### src/sv/u8sld_pkg.sv
package u8sld_pkg;

   localparam int COUNT_WIDTH_DEFAULT = 16;
   localparam int NUM_SCRIPTS = 6;
   localparam int CP_WIDTH = 21;

   // script counter slots
   localparam int SCR_HANGUL = 0;
   localparam int SCR_KANA = 1;
   localparam int SCR_CJK = 2;
   localparam int SCR_ARABIC = 3;
   localparam int SCR_CYRILLIC = 4;
   localparam int SCR_LATIN = 5;

   typedef enum logic [2:0] {
      LANG_NONE = 3'd0,
      LANG_KO = 3'd1,
      LANG_JA = 3'd2,
      LANG_ZH = 3'd3,
      LANG_AR = 3'd4,
      LANG_UK = 3'd5,
      LANG_RU = 3'd6,
      LANG_EN = 3'd7
   } lang_type;

   typedef struct packed {
      logic [NUM_SCRIPTS-1:0] hit;
      logic ukr;
   } class_type;

   typedef struct packed {
      logic fire;
      logic last;
      logic [7:0] text_byte;
   } step_type;

   function automatic logic ukrainian_letter(input logic [CP_WIDTH-1:0] c);
      return c == 21'h406 || c == 21'h456 || c == 21'h407 || c == 21'h457 ||
             c == 21'h404 || c == 21'h454 || c == 21'h490 || c == 21'h491;
   endfunction

   function automatic class_type classify(input logic [CP_WIDTH-1:0] c);
      class_type r;
      r = '0;
      if (c >= 21'hAC00 && c <= 21'hD7AF) begin
         r.hit[SCR_HANGUL] = 1'b1;
      end else if (c >= 21'h3040 && c <= 21'h30FF) begin
         r.hit[SCR_KANA] = 1'b1;
      end else if (c >= 21'h4E00 && c <= 21'h9FFF) begin
         r.hit[SCR_CJK] = 1'b1;
      end else if (c >= 21'h0600 && c <= 21'h06FF) begin
         r.hit[SCR_ARABIC] = 1'b1;
      end else if ((c >= 21'h410 && c <= 21'h44F) || c == 21'h401 || c == 21'h451 ||
                   ukrainian_letter(c)) begin
         r.hit[SCR_CYRILLIC] = 1'b1;
         r.ukr = ukrainian_letter(c);
      end else if ((c >= 21'h41 && c <= 21'h5A) || (c >= 21'h61 && c <= 21'h7A) ||
                   (c >= 21'hC0 && c <= 21'hFF)) begin
         r.hit[SCR_LATIN] = 1'b1;
      end
      return r;
   endfunction

endpackage

### src/sv/u8sld_count.sv
module u8sld_count #(
   parameter int COUNT_WIDTH = u8sld_pkg::COUNT_WIDTH_DEFAULT
) (
   input  logic clock,
   input  logic reset,
   input  u8sld_pkg::step_type step,
   output logic [u8sld_pkg::NUM_SCRIPTS-1:0][COUNT_WIDTH-1:0] counts_next,
   output logic ukr_next
);

   localparam int CPW = u8sld_pkg::CP_WIDTH;
   localparam int NS = u8sld_pkg::NUM_SCRIPTS;

   logic [CPW-1:0] partial_ff, partial_in;
   logic [1:0] cont_ff, cont_in;
   logic [NS-1:0][COUNT_WIDTH-1:0] counts_ff;
   logic ukr_ff;

   logic slot_a_v, slot_b_v, lead;
   logic [CPW-1:0] slot_a_cp, slot_b_cp;
   u8sld_pkg::class_type cls_a, cls_b;
   logic [COUNT_WIDTH:0] sum [NS];

   // decode: slot a takes a finished or broken code point, slot b a single
   // byte code point or the truncated tail on the last byte
   always_comb begin
      slot_a_v = 1'b0;
      slot_b_v = 1'b0;
      slot_a_cp = partial_ff;
      slot_b_cp = {13'b0, step.text_byte};
      partial_in = partial_ff;
      cont_in = cont_ff;
      lead = 1'b0;
      if (cont_ff != 2'd0) begin
         if (step.text_byte[7:6] == 2'b10) begin
            partial_in = {partial_ff[CPW-7:0], step.text_byte[5:0]};
            cont_in = cont_ff - 2'd1;
            if (cont_in == 2'd0) begin
               slot_a_v = 1'b1;
               slot_a_cp = partial_in;
            end
         end else begin
            cont_in = 2'd0;
            slot_a_v = 1'b1;
            lead = 1'b1;
         end
      end else begin
         lead = 1'b1;
      end
      if (lead) begin
         case (step.text_byte) inside
            8'b110?????: begin
               partial_in = {16'b0, step.text_byte[4:0]};
               cont_in = 2'd1;
            end
            8'b1110????: begin
               partial_in = {17'b0, step.text_byte[3:0]};
               cont_in = 2'd2;
            end
            8'b11110???: begin
               partial_in = {18'b0, step.text_byte[2:0]};
               cont_in = 2'd3;
            end
            default: begin
               slot_b_v = 1'b1;
            end
         endcase
      end
      if (step.last && cont_in != 2'd0) begin
         slot_b_v = 1'b1;
         slot_b_cp = partial_in;
      end
   end

   always_comb begin
      cls_a = u8sld_pkg::classify(slot_a_cp);
      cls_b = u8sld_pkg::classify(slot_b_cp);
      for (int i = 0; i < NS; i++) begin
         sum[i] = {1'b0, counts_ff[i]} +
                  (COUNT_WIDTH+1)'(cls_a.hit[i] & slot_a_v) +
                  (COUNT_WIDTH+1)'(cls_b.hit[i] & slot_b_v);
         counts_next[i] = sum[i][COUNT_WIDTH] ? '1 : sum[i][COUNT_WIDTH-1:0];
      end
      ukr_next = ukr_ff | (cls_a.ukr & slot_a_v) | (cls_b.ukr & slot_b_v);
   end

   // the last byte of a text clears everything for the next text
   always_ff @(posedge clock) begin
      if (reset) begin
         partial_ff <= '0;
         cont_ff <= 2'd0;
         counts_ff <= '0;
         ukr_ff <= 1'b0;
      end else if (step.fire) begin
         if (step.last) begin
            partial_ff <= '0;
            cont_ff <= 2'd0;
            counts_ff <= '0;
            ukr_ff <= 1'b0;
         end else begin
            partial_ff <= partial_in;
            cont_ff <= cont_in;
            counts_ff <= counts_next;
            ukr_ff <= ukr_next;
         end
      end
   end

endmodule

### src/sv/u8sld_lang.sv
module u8sld_lang #(
   parameter int COUNT_WIDTH = u8sld_pkg::COUNT_WIDTH_DEFAULT
) (
   input  logic [u8sld_pkg::NUM_SCRIPTS-1:0][COUNT_WIDTH-1:0] counts,
   input  logic ukr,
   output u8sld_pkg::lang_type language
);

   localparam int SW = COUNT_WIDTH + 5;

   logic [SW-1:0] h, k, z, a, cy, la, total;
   logic [SW-1:0] h5, k20, z10, a10, total3;

   always_comb begin
      h = SW'(counts[u8sld_pkg::SCR_HANGUL]);
      k = SW'(counts[u8sld_pkg::SCR_KANA]);
      z = SW'(counts[u8sld_pkg::SCR_CJK]);
      a = SW'(counts[u8sld_pkg::SCR_ARABIC]);
      cy = SW'(counts[u8sld_pkg::SCR_CYRILLIC]);
      la = SW'(counts[u8sld_pkg::SCR_LATIN]);
      total = h + k + z + a + cy + la;
      // constant multiples as shift and add
      h5 = (h << 2) + h;
      k20 = (k << 4) + (k << 2);
      z10 = (z << 3) + (z << 1);
      a10 = (a << 3) + (a << 1);
      total3 = (total << 1) + total;
      if (total == '0) begin
         language = u8sld_pkg::LANG_NONE;
      end else if (h5 > total) begin
         language = u8sld_pkg::LANG_KO;
      end else if (k20 > total3) begin
         language = u8sld_pkg::LANG_JA;
      end else if (z10 > total3) begin
         language = u8sld_pkg::LANG_ZH;
      end else if (a10 > total3) begin
         language = u8sld_pkg::LANG_AR;
      end else if (cy >= la && cy != '0) begin
         language = ukr ? u8sld_pkg::LANG_UK : u8sld_pkg::LANG_RU;
      end else if (la != '0) begin
         language = u8sld_pkg::LANG_EN;
      end else begin
         language = u8sld_pkg::LANG_NONE;
      end
   end

endmodule

### src/sv/utf8_script_language_detector_top.sv
// rsp_tvalid rises after a last byte passes the input, snapshot and output registers
// throughput: one byte per cycle; bytes that are not last never wait on the output side
// last bytes may stall; count stage decode and counter update set the rate
// reset: synchronous, active high; clears all valid flags, decoder state and counters
module utf8_script_language_detector_top #(
   parameter int COUNT_WIDTH = u8sld_pkg::COUNT_WIDTH_DEFAULT
) (
   input  logic clock,
   input  logic reset,
   input  logic req_tvalid,
   output logic req_tready,
   input  logic [7:0] req_tdata,    // [7:0] text_byte
   input  logic req_tlast,          // last_byte
   output logic rsp_tvalid,
   input  logic rsp_tready,
   output logic [7:0] rsp_tdata     // [2:0] language, [7:3] zero
);

   localparam int NS = u8sld_pkg::NUM_SCRIPTS;

   // stage 1: input register
   logic s1_valid_ff, s1_valid_in;
   logic [7:0] s1_byte_ff;
   logic s1_last_ff;
   logic s1_fire;

   // stage 2: snapshot of the final counts of one text
   logic s2_valid_ff, s2_valid_in;
   logic [NS-1:0][COUNT_WIDTH-1:0] s2_counts_ff;
   logic s2_ukr_ff;
   logic s2_ready, s2_go;

   // output register
   logic rsp_valid_ff, rsp_valid_in;
   u8sld_pkg::lang_type rsp_lang_ff;

   u8sld_pkg::step_type step;
   logic [NS-1:0][COUNT_WIDTH-1:0] counts_next;
   logic ukr_next;
   u8sld_pkg::lang_type lang;

   // handshake: only a last byte needs room in the snapshot stage
   assign s2_go = !rsp_valid_ff || rsp_tready;
   assign s2_ready = !s2_valid_ff || s2_go;
   assign s1_fire = s1_valid_ff && (!s1_last_ff || s2_ready);
   assign req_tready = !s1_valid_ff || s1_fire;

   assign step = '{fire: s1_fire, last: s1_last_ff, text_byte: s1_byte_ff};

   // utf-8 decode, classification and saturating counters
   u8sld_count #(.COUNT_WIDTH(COUNT_WIDTH)) u_count (
      .clock(clock),
      .reset(reset),
      .step(step),
      .counts_next(counts_next),
      .ukr_next(ukr_next)
   );

   // ratio rules on the snapshot
   u8sld_lang #(.COUNT_WIDTH(COUNT_WIDTH)) u_lang (
      .counts(s2_counts_ff),
      .ukr(s2_ukr_ff),
      .language(lang)
   );

   always_comb begin
      s1_valid_in = s1_valid_ff;
      if (req_tvalid && req_tready) begin
         s1_valid_in = 1'b1;
      end else if (s1_fire) begin
         s1_valid_in = 1'b0;
      end
      s2_valid_in = s2_valid_ff;
      if (s1_fire && s1_last_ff) begin
         s2_valid_in = 1'b1;
      end else if (s2_go) begin
         s2_valid_in = 1'b0;
      end
      rsp_valid_in = rsp_valid_ff;
      if (s2_valid_ff && s2_go) begin
         rsp_valid_in = 1'b1;
      end else if (rsp_tready) begin
         rsp_valid_in = 1'b0;
      end
   end

   // control state
   always_ff @(posedge clock) begin
      if (reset) begin
         s1_valid_ff <= 1'b0;
         s2_valid_ff <= 1'b0;
         rsp_valid_ff <= 1'b0;
      end else begin
         s1_valid_ff <= s1_valid_in;
         s2_valid_ff <= s2_valid_in;
         rsp_valid_ff <= rsp_valid_in;
      end
   end

   // payload registers
   always_ff @(posedge clock) begin
      if (req_tvalid && req_tready) begin
         s1_byte_ff <= req_tdata;
         s1_last_ff <= req_tlast;
      end
      if (s1_fire && s1_last_ff) begin
         s2_counts_ff <= counts_next;
         s2_ukr_ff <= ukr_next;
      end
      if (s2_valid_ff && s2_go) begin
         rsp_lang_ff <= lang;
      end
   end

   assign rsp_tvalid = rsp_valid_ff;
   assign rsp_tdata = {5'b0, rsp_lang_ff};

endmodule
### config.mk
export PLATFORM = sky130hd
export DESIGN_NAME = utf8_script_language_detector_top
export DESIGN_NICKNAME = d
export VERILOG_FILES = /design/src/sv/u8sld_pkg.sv /design/src/sv/u8sld_count.sv /design/src/sv/u8sld_lang.sv /design/src/sv/utf8_script_language_detector_top.sv
export SDC_FILE = /design/constraint.sdc
export NUM_CORES = 1
export LEC_CHECK = 0
export ABC_AREA = 1
export ABC_CLOCK_PERIOD_IN_PS = 10300
export BUFFER_PORTS_ARGS = -buffer_cell sky130_fd_sc_hd__buf_2
export CORE_MARGIN = 4
export CORE_UTILIZATION = 45
export CTS_BUF_LIST = sky130_fd_sc_hd__clkbuf_8 sky130_fd_sc_hd__clkbuf_16
export DETAILED_ROUTE_END_ITERATION = 16
export GPL_TIMING_DRIVEN = 0
export PLACE_DENSITY = 0.63
export SLEW_MARGIN = 0
export SYNTH_ARGS = -nofsm -noshare
export SYNTH_HDL_FRONTEND = slang
export SYNTH_SLANG_ARGS = --single-unit
### constraint.sdc
create_clock -name clock -period 10.3 [get_ports clock]
set_clock_uncertainty 0.2 [all_clocks]
set_input_delay 0 -clock clock [delete_from_list [all_inputs] [get_ports clock]]
set_output_delay 0 -clock clock [all_outputs]
set_load 0.01 [all_outputs]
==> impl_metrics.csv, run 1 <==
group,metric,value,unit
floorplan,rows,77,
route,dr.pass1.iters,8,
floorplan,die_y,219.9,um
critical_path,setup.worst_path.start_class,"flop",
global_routing,grt_use_total,23.30,%
clock_tree,htree_levels,1,
floorplan,io_pins,23,
global_routing,grt_pass1_vias,17570,
clock_tree,cts.repair.resized,0,
clock_tree,cts_sinks,232,
floorplan,start_util,45.60,%
clock_tree,cts_root_buf,"clkbuf_16",
critical_path,timing.critical_path.mode_cell,"nand2_1",
timing,finalSetupViolCount,0,
floorplan,die_area,48360,sq um
pwr,powerDensity,114.2,nW/um^2
synth,syn_inst,2724,
layout,nets,3088,
synth,synth_edf_count,109,
layout,layout-drive-gt1-share,5.183,%
clock_tree,ctsHoldBuffers,22,
route,via_per_inst,5.352,
timing,rsz0062_at_grt,"false",
synth,syn_area,20210,sq um
clock_tree,cts_setup_buffers,0,
placed_design,routabilityCongestion,0.9298,
timing,timing.fmax,0.1106,GHz
timing,hold_viol,0,
clock_tree,cts_tree,"built",
route,drc,0,
layout,fin_util,50.19,%
synth,ys_ff_latch,232,
placed_design,portBuffers,16,
timing,fin_tns_setup,0,ns
critical_path,end_kind,"flop",
route,wl,56310,um
status,status,"complete, no violations",
layout,final_cell_count_no_fill,3409,
global_routing,grt_max_degree,67,
timing,slew_headroom,30.16,%
layout,syn_to_final_growth,10.07,%
timing,timing.final.crit_period,9.045,ns
global_routing,grt_antenna_before_repair,0,
timing,drv_slew,0,
clock_tree,ctsLongestPathBuffers,3,
synth,ys_warn_count,0,
critical_path,crit_family,"adder cells",
clock_tree,cts.clk_slew.worst_paths,0.07,ns
critical_path,slowest_delay,0.55,ns
floorplan,chipWidth,219.9,um
synth,synth.area.top_cells,"edfxtp_1 16%, ha_1 14%, dfxtp_1 12%",
critical_path,crit_fanout,5,
clock_tree,clk_latency,0.57,ns
placed_design,dpl.hpwl,45850,um
synth,yosysUniqueCellTypes,56,
critical_path,slowest_stage,"edfxtp_1",
synth,ys_async_sr_fraction,0,%
clock_tree,cts_buffers,27,
layout,fillers,4361,
synth,synth_seq_area_share,28.38,%
min_path,hp-class,"in2reg",
layout,final_cell_area,22240,sq um
placed_design,place_area,21070,sq um
timing,post-route-period-util,87.82,%
route,post_drt_wl_per_cell,16.52,um
run,drv_cap,0,
critical_path,crit_type,"reg2reg",
floorplan,coreArea,44320,sq um
route,ant_nets,0,
critical_path,arrival,9.22,ns
timing,worst-slew-pin-transition,1.048,ns
synth,synth_flop_cell,"dfxtp_1",
route,drtIter0Drc,1258,
synth,synth_area_per_cell,7.418,sq um
synth,synth_area_leader_cell,"edfxtp_1",
route,via_count,18250,
critical_path,path_buf_inv,4,
global_routing,grt_pass1_wl,90450,um
pwr,leakage,0.01024,uW
critical_path,critPathRequiredTime,10.48,ns
global_routing,grt-ovfl-total,0,
pwr,peakVddDrop,0.0001253,V
synth,synth_top_area_share,16.20,%
placed_design,dp_cells,3337,
layout,num_antenna_cells,0,
-- flip-flops by register name (all words and copies together) (netlist names) --
signal,cells
rsp_tvalid,1
rsp_lang_ff,3
u_count.counts_ff,96
u_count.partial_ff,21
s2_counts_ff,96
u_count.cont_ff,2
u_count.ukr_ff,1
s1_byte_ff,8
s1_valid_ff,1
s2_ukr_ff,1
s1_last_ff,1
s2_valid_ff,1
-- final cells by class --
class                   instances  area [sq um]  share of cell area (%)
multi-input cells            2023         12650                   56.88
flip-flops and latches        232          5736                   25.79
clock buffers                  29         714.4                   3.212
repair buffers                 39         327.8                   1.474
well taps                     592         740.7                   3.330
inverters                     415          1565                   7.038
clock inverters                21         234.0                   1.052
plain buffers                  58         272.8                   1.226
-- power by group --
part | internal [uW] | total, uW | switching, uW
clock | 606 | 1010 | 407
combinational | 193 | 550 | 357
sequential | 969 | 977 | 8.26
total | 1770 | 2540 | 772
-- layout by cell type, fill, tap and decap left out, types with 22 or more instances in the layout --
master / instances
clkbuf_1: 44
nor2_1: 177
dlygate4sd3_1: 22
edfxtp_1: 109
a21oi_1: 280
o21ai_0: 94
ha_1: 219
fa_1: 60
nand3_1: 132
xor2_1: 94
inv_1: 403
dfxtp_1: 123
nand2_1: 646
nor3_1: 52
nand4_1: 39
clkbuf_16: 28
xnor2_1: 31
-- through the flow --
stage	hold WS (ns)	worst slack [ns]	power [uW]
4_1_cts	0.04832	1.288	2559
6_report	0.09044	1.255	2540
5_1_grt	0.1005	0.5116	2676
2_1_floorplan	-0.1011	2.834	1382
3_5_place_dp	-0.02190	1.283	1532
3_3_place_gp	-0.02352	1.379	1515
-- worst register-to-register path: cells and delay by family (launching register included) --
family / cells / cell delay (ns)
adders and majority gates: 7 / 2.91
xor gates and xnor gates: 3 / 1.08
buffers and inverters: 4 / 0.42
DFF: 1 / 0.55
and+or+nand+nor: 19 / 1.85
AOI/OAI and AO/OA: 11 / 1.90
-- path summary, 6_finish.rpt --
| kind | start | slack [ns] | cells after the start | endpoint |
|---|---|---|---|---|
| hold / removal | rsp_tready | 0.09 | 5 | rsp_tvalid |
| setup / recovery | s2_counts_ff[1] | 1.25 | 44 | rsp_lang_ff[0] |
| setup reg to reg | s2_counts_ff[1] | 1.25 | 44 | rsp_lang_ff[0] |
| hold reg to reg | u_count.partial_ff[4] | 0.27 | 2 | u_count.partial_ff[4] |
-- cell usage after synthesis, types with 8 or more instances --
master and number:
a211oi_1 8, dfxtp_1 123, o21ai_2 8, xor2_1 94, nor2_1 177, o21bai_1 16, inv_2 14, o21ai_0 94
inv_1 400, o22ai_1 14, nand4_1 39, nor3_1 52, o21ai_1 17, nand3_1 132, nor4_1 20, nand2_1 646
a21o_1 11, ha_1 219, o211ai_1 10, fa_1 60, a31oi_1 13, xnor2_1 31, edfxtp_1 109, or2_2 8
clkbuf_1 44, a21oi_1 280
-- routing by layer --
| layer | part of all wire (%) | track usage (%) |
|---|---|---|
| met1 | 45 | 30.83 |
| met4 | 4.1 | 9.022 |
| met2 | 46 | 39.10 |
| met5 | 0 | 0 |
| met3 | 4.4 | 2.689 |
-- kinds of logic (layout without fill, tap and decap cells) --
logic type	count (synthesis)	in the layout	share of synthesized area, %
buffers and inverters	473	562	9.084
XOR/XNOR	125	125	5.418
other	1	5	0.01856
flip-flops	232	232	28.38
adder cells (fa/ha/maj)	279	279	19.50
AND/OR/NAND/NOR	1111	1111	23.53
AO/OA/AOI/OAI	503	503	14.06
(Power assumes the default switching activity.)
==> run 2: changes to the inputs <==
Settings changed: PLACE_DENSITY 0.63 to 0.57, SETUP_SLACK_MARGIN set to 0.3.
==> impl_metrics.csv, run 2 (synthesis gave the netlist of run 1 again) <==
group,metric,value,unit
status,status,"complete, no violations",
pwr,leakage,0.01025,uW
placed_design,portBuffers,16,
timing,rsz0062_at_grt,"false",
clock_tree,ctsLongestPathBuffers,3,
placed_design,dp_slack,1.134,ns
floorplan,die_y,219.9,um
critical_path,r2r_slack,1.12,ns
critical_path,setup.worst_path.start_class,"flop",
global_routing,grt_pass1_wl,91730,um
layout,largest_registers,"s2_counts_ff: 96 flops, u_count.counts_ff: 96 flops, u_count.partial_ff: 21 flops",
timing,finalSetupViolCount,0,
route,via_count,18010,
clock_tree,cts_root_buf,"clkbuf_16",
critical_path,crit_fanout,5,
clock_tree,cts.clk_slew.worst_paths,0.06,ns
critical_path,slowest_stage,"edfxtp_1",
layout,syn_to_final_growth,9.957,%
critical_path,crit_family,"adder cells",
min_path,hp-class,"in2reg",
route,dr.pass1.iters,5,
route,drtIter0Drc,1317,
pwr,peakVddDrop,0.0001156,V
layout,final_cell_count_no_fill,3408,
floorplan,start_util,45.60,%
clock_tree,cts_sinks,232,
pwr,swShare,30.00,%
timing,timing.final.crit_period,9.176,ns
route,wl,57970,um
timing,post-route-period-util,89.08,%
pwr,powerDensity,113.2,nW/um^2
floorplan,die_area,48360,sq um
global_routing,grt_max_degree,59,
route,ant_nets,0,
layout,num_antenna_cells,0,
layout,layout_common_cells,"646 x nand2_1, 404 x inv_1, 280 x a21oi_1, 219 x ha_1, 177 x nor2_1",
timing,slew_headroom,35.05,%
critical_path,critPathRequiredTime,10.44,ns
global_routing,grt_pass1_vias,17160,
pwr,p_switching,754.2,uW
timing,timing.fmax,0.1090,GHz
global_routing,grt-ovfl-total,0,
clock_tree,clk_latency,0.55,ns
clock_tree,cts_tree,"built",
timing,worst-slew-pin-transition,0.9743,ns
placed_design,dp_cells,3337,
timing,fin_tns_setup,0,ns
critical_path,path_buf_inv,3,
layout,nets,3088,
placed_design,routabilityCongestion,0.9207,
pwr,seq_power_share,38.9,%
layout,layout-drive-gt1-share,5.114,%
timing,hold_viol,0,
route,post_drt_wl_per_cell,17.01,um
layout,layout_commonest_cell,"nand2_1",
pwr,power_frac_comb,22.1,%
clock_tree,htree_levels,1,
floorplan,coreArea,44320,sq um
clock_tree,cts_buffers,27,
clock_tree,cts_setup_buffers,0,
pwr,p_clk_share,39.0,%
timing,postLayoutSetupSlackWorst,1.124,ns
critical_path,crit_type,"reg2reg",
global_routing,grt_use_total,23.91,%
global_routing,grt_antenna_before_repair,0,
floorplan,chipWidth,219.9,um
pwr,p_int,1760,uW
run,drv_cap,0,
route,drc,0,
critical_path,timing.critical_path.mode_cell,"nand2_1",
route,via_per_inst,5.283,
placed_design,dpl.hpwl,48010,um
critical_path,end_kind,"flop",
timing,drv_slew,0,
floorplan,rows,77,
floorplan,io_pins,23,
critical_path,arrival,9.32,ns
critical_path,slowest_delay,0.59,ns
==> run 2: cell count changes in the layout (fill, tap and decap cells not counted), moves of 2 or more <==
cell,before,now
clkinvlp_4,5,1
clkbuf_8,1,4
bufinv_16,4,2
clkbuf_16,28,30
clkinv_2,4,6
inv_6,3,1
==> run 2: path summary, 6_finish.rpt <==
check / startpoint / to / cells after the start
hold reg to reg: u_count.counts_ff[16] / u_count.counts_ff[16] / 2
hold / removal: rsp_tready / rsp_tvalid / 5
setup reg to reg: s2_counts_ff[1] / rsp_lang_ff[0] / 45
setup / recovery: s2_counts_ff[1] / rsp_lang_ff[0] / 45
==> run 2: timing repair <==
item | in CTS | in global routing
hold buffers | 22 | 0
setup endpoints to repair | 0 | 0
endpoints found under the hold margin | 29 | 0
gates resized for setup | 0 | 0
==> run 2: worst register-to-register path: cells and delay by family, from the launching register on <==
family                     cells  cell delay [ns]
buffers and inverters          3             0.26
adders and majority gates      7             2.96
DFF                            1             0.59
and+or+nand+nor               20             1.94
xor gates and xnor gates       2             0.80
AOI/OAI and AO/OA             13             2.23
==> run 2: power groups by stage <==
stage	combinational [uW]	sequential, uW	clock (uW)
after global routing	633	978	1040
after CTS	554	977	1000
final	556	978	981
after global placement	528	999	0
after detailed placement	542	997	0
after floorplan	387	994	0
==> run 2: metrics by stage <==
stage / power, uW / instance area (sq um) / util, % / hold WS, ns
final: 2514 / 22220 / 50.14 / 0.1029
after global routing: 2655 / 22220 / 50.14 / 0.1245
after CTS: 2533 / 22220 / 50.14 / 0.07879
after detailed placement: 1539 / 21070 / 47.55 / -0.02190
after global placement: 1527 / 21040 / 47.48 / -0.02262
after floorplan: 1382 / 20220 / - / -0.1011
==> run 2: layer usage <==
metal	GRT usage, %	vias to the layer above	routed length (um)
met2	41.00	385	27320
met5	0	-	0
met1	33.09	8367	26970
met3	1.999	64	2571
li1	-	9189	-
met4	5.045	0	1114
==> run 2: area by class of cell <==
cell class              instances  area [sq um]
plain buffers                  58         272.8
clock buffers                  34         805.8
clock inverters                15         120.1
fillers                      4414         22100
inverters                     415          1565
multi-input cells            2023         12650
flip-flops and latches        232          5736
well taps                     592         740.7
repair buffers                 39         327.8
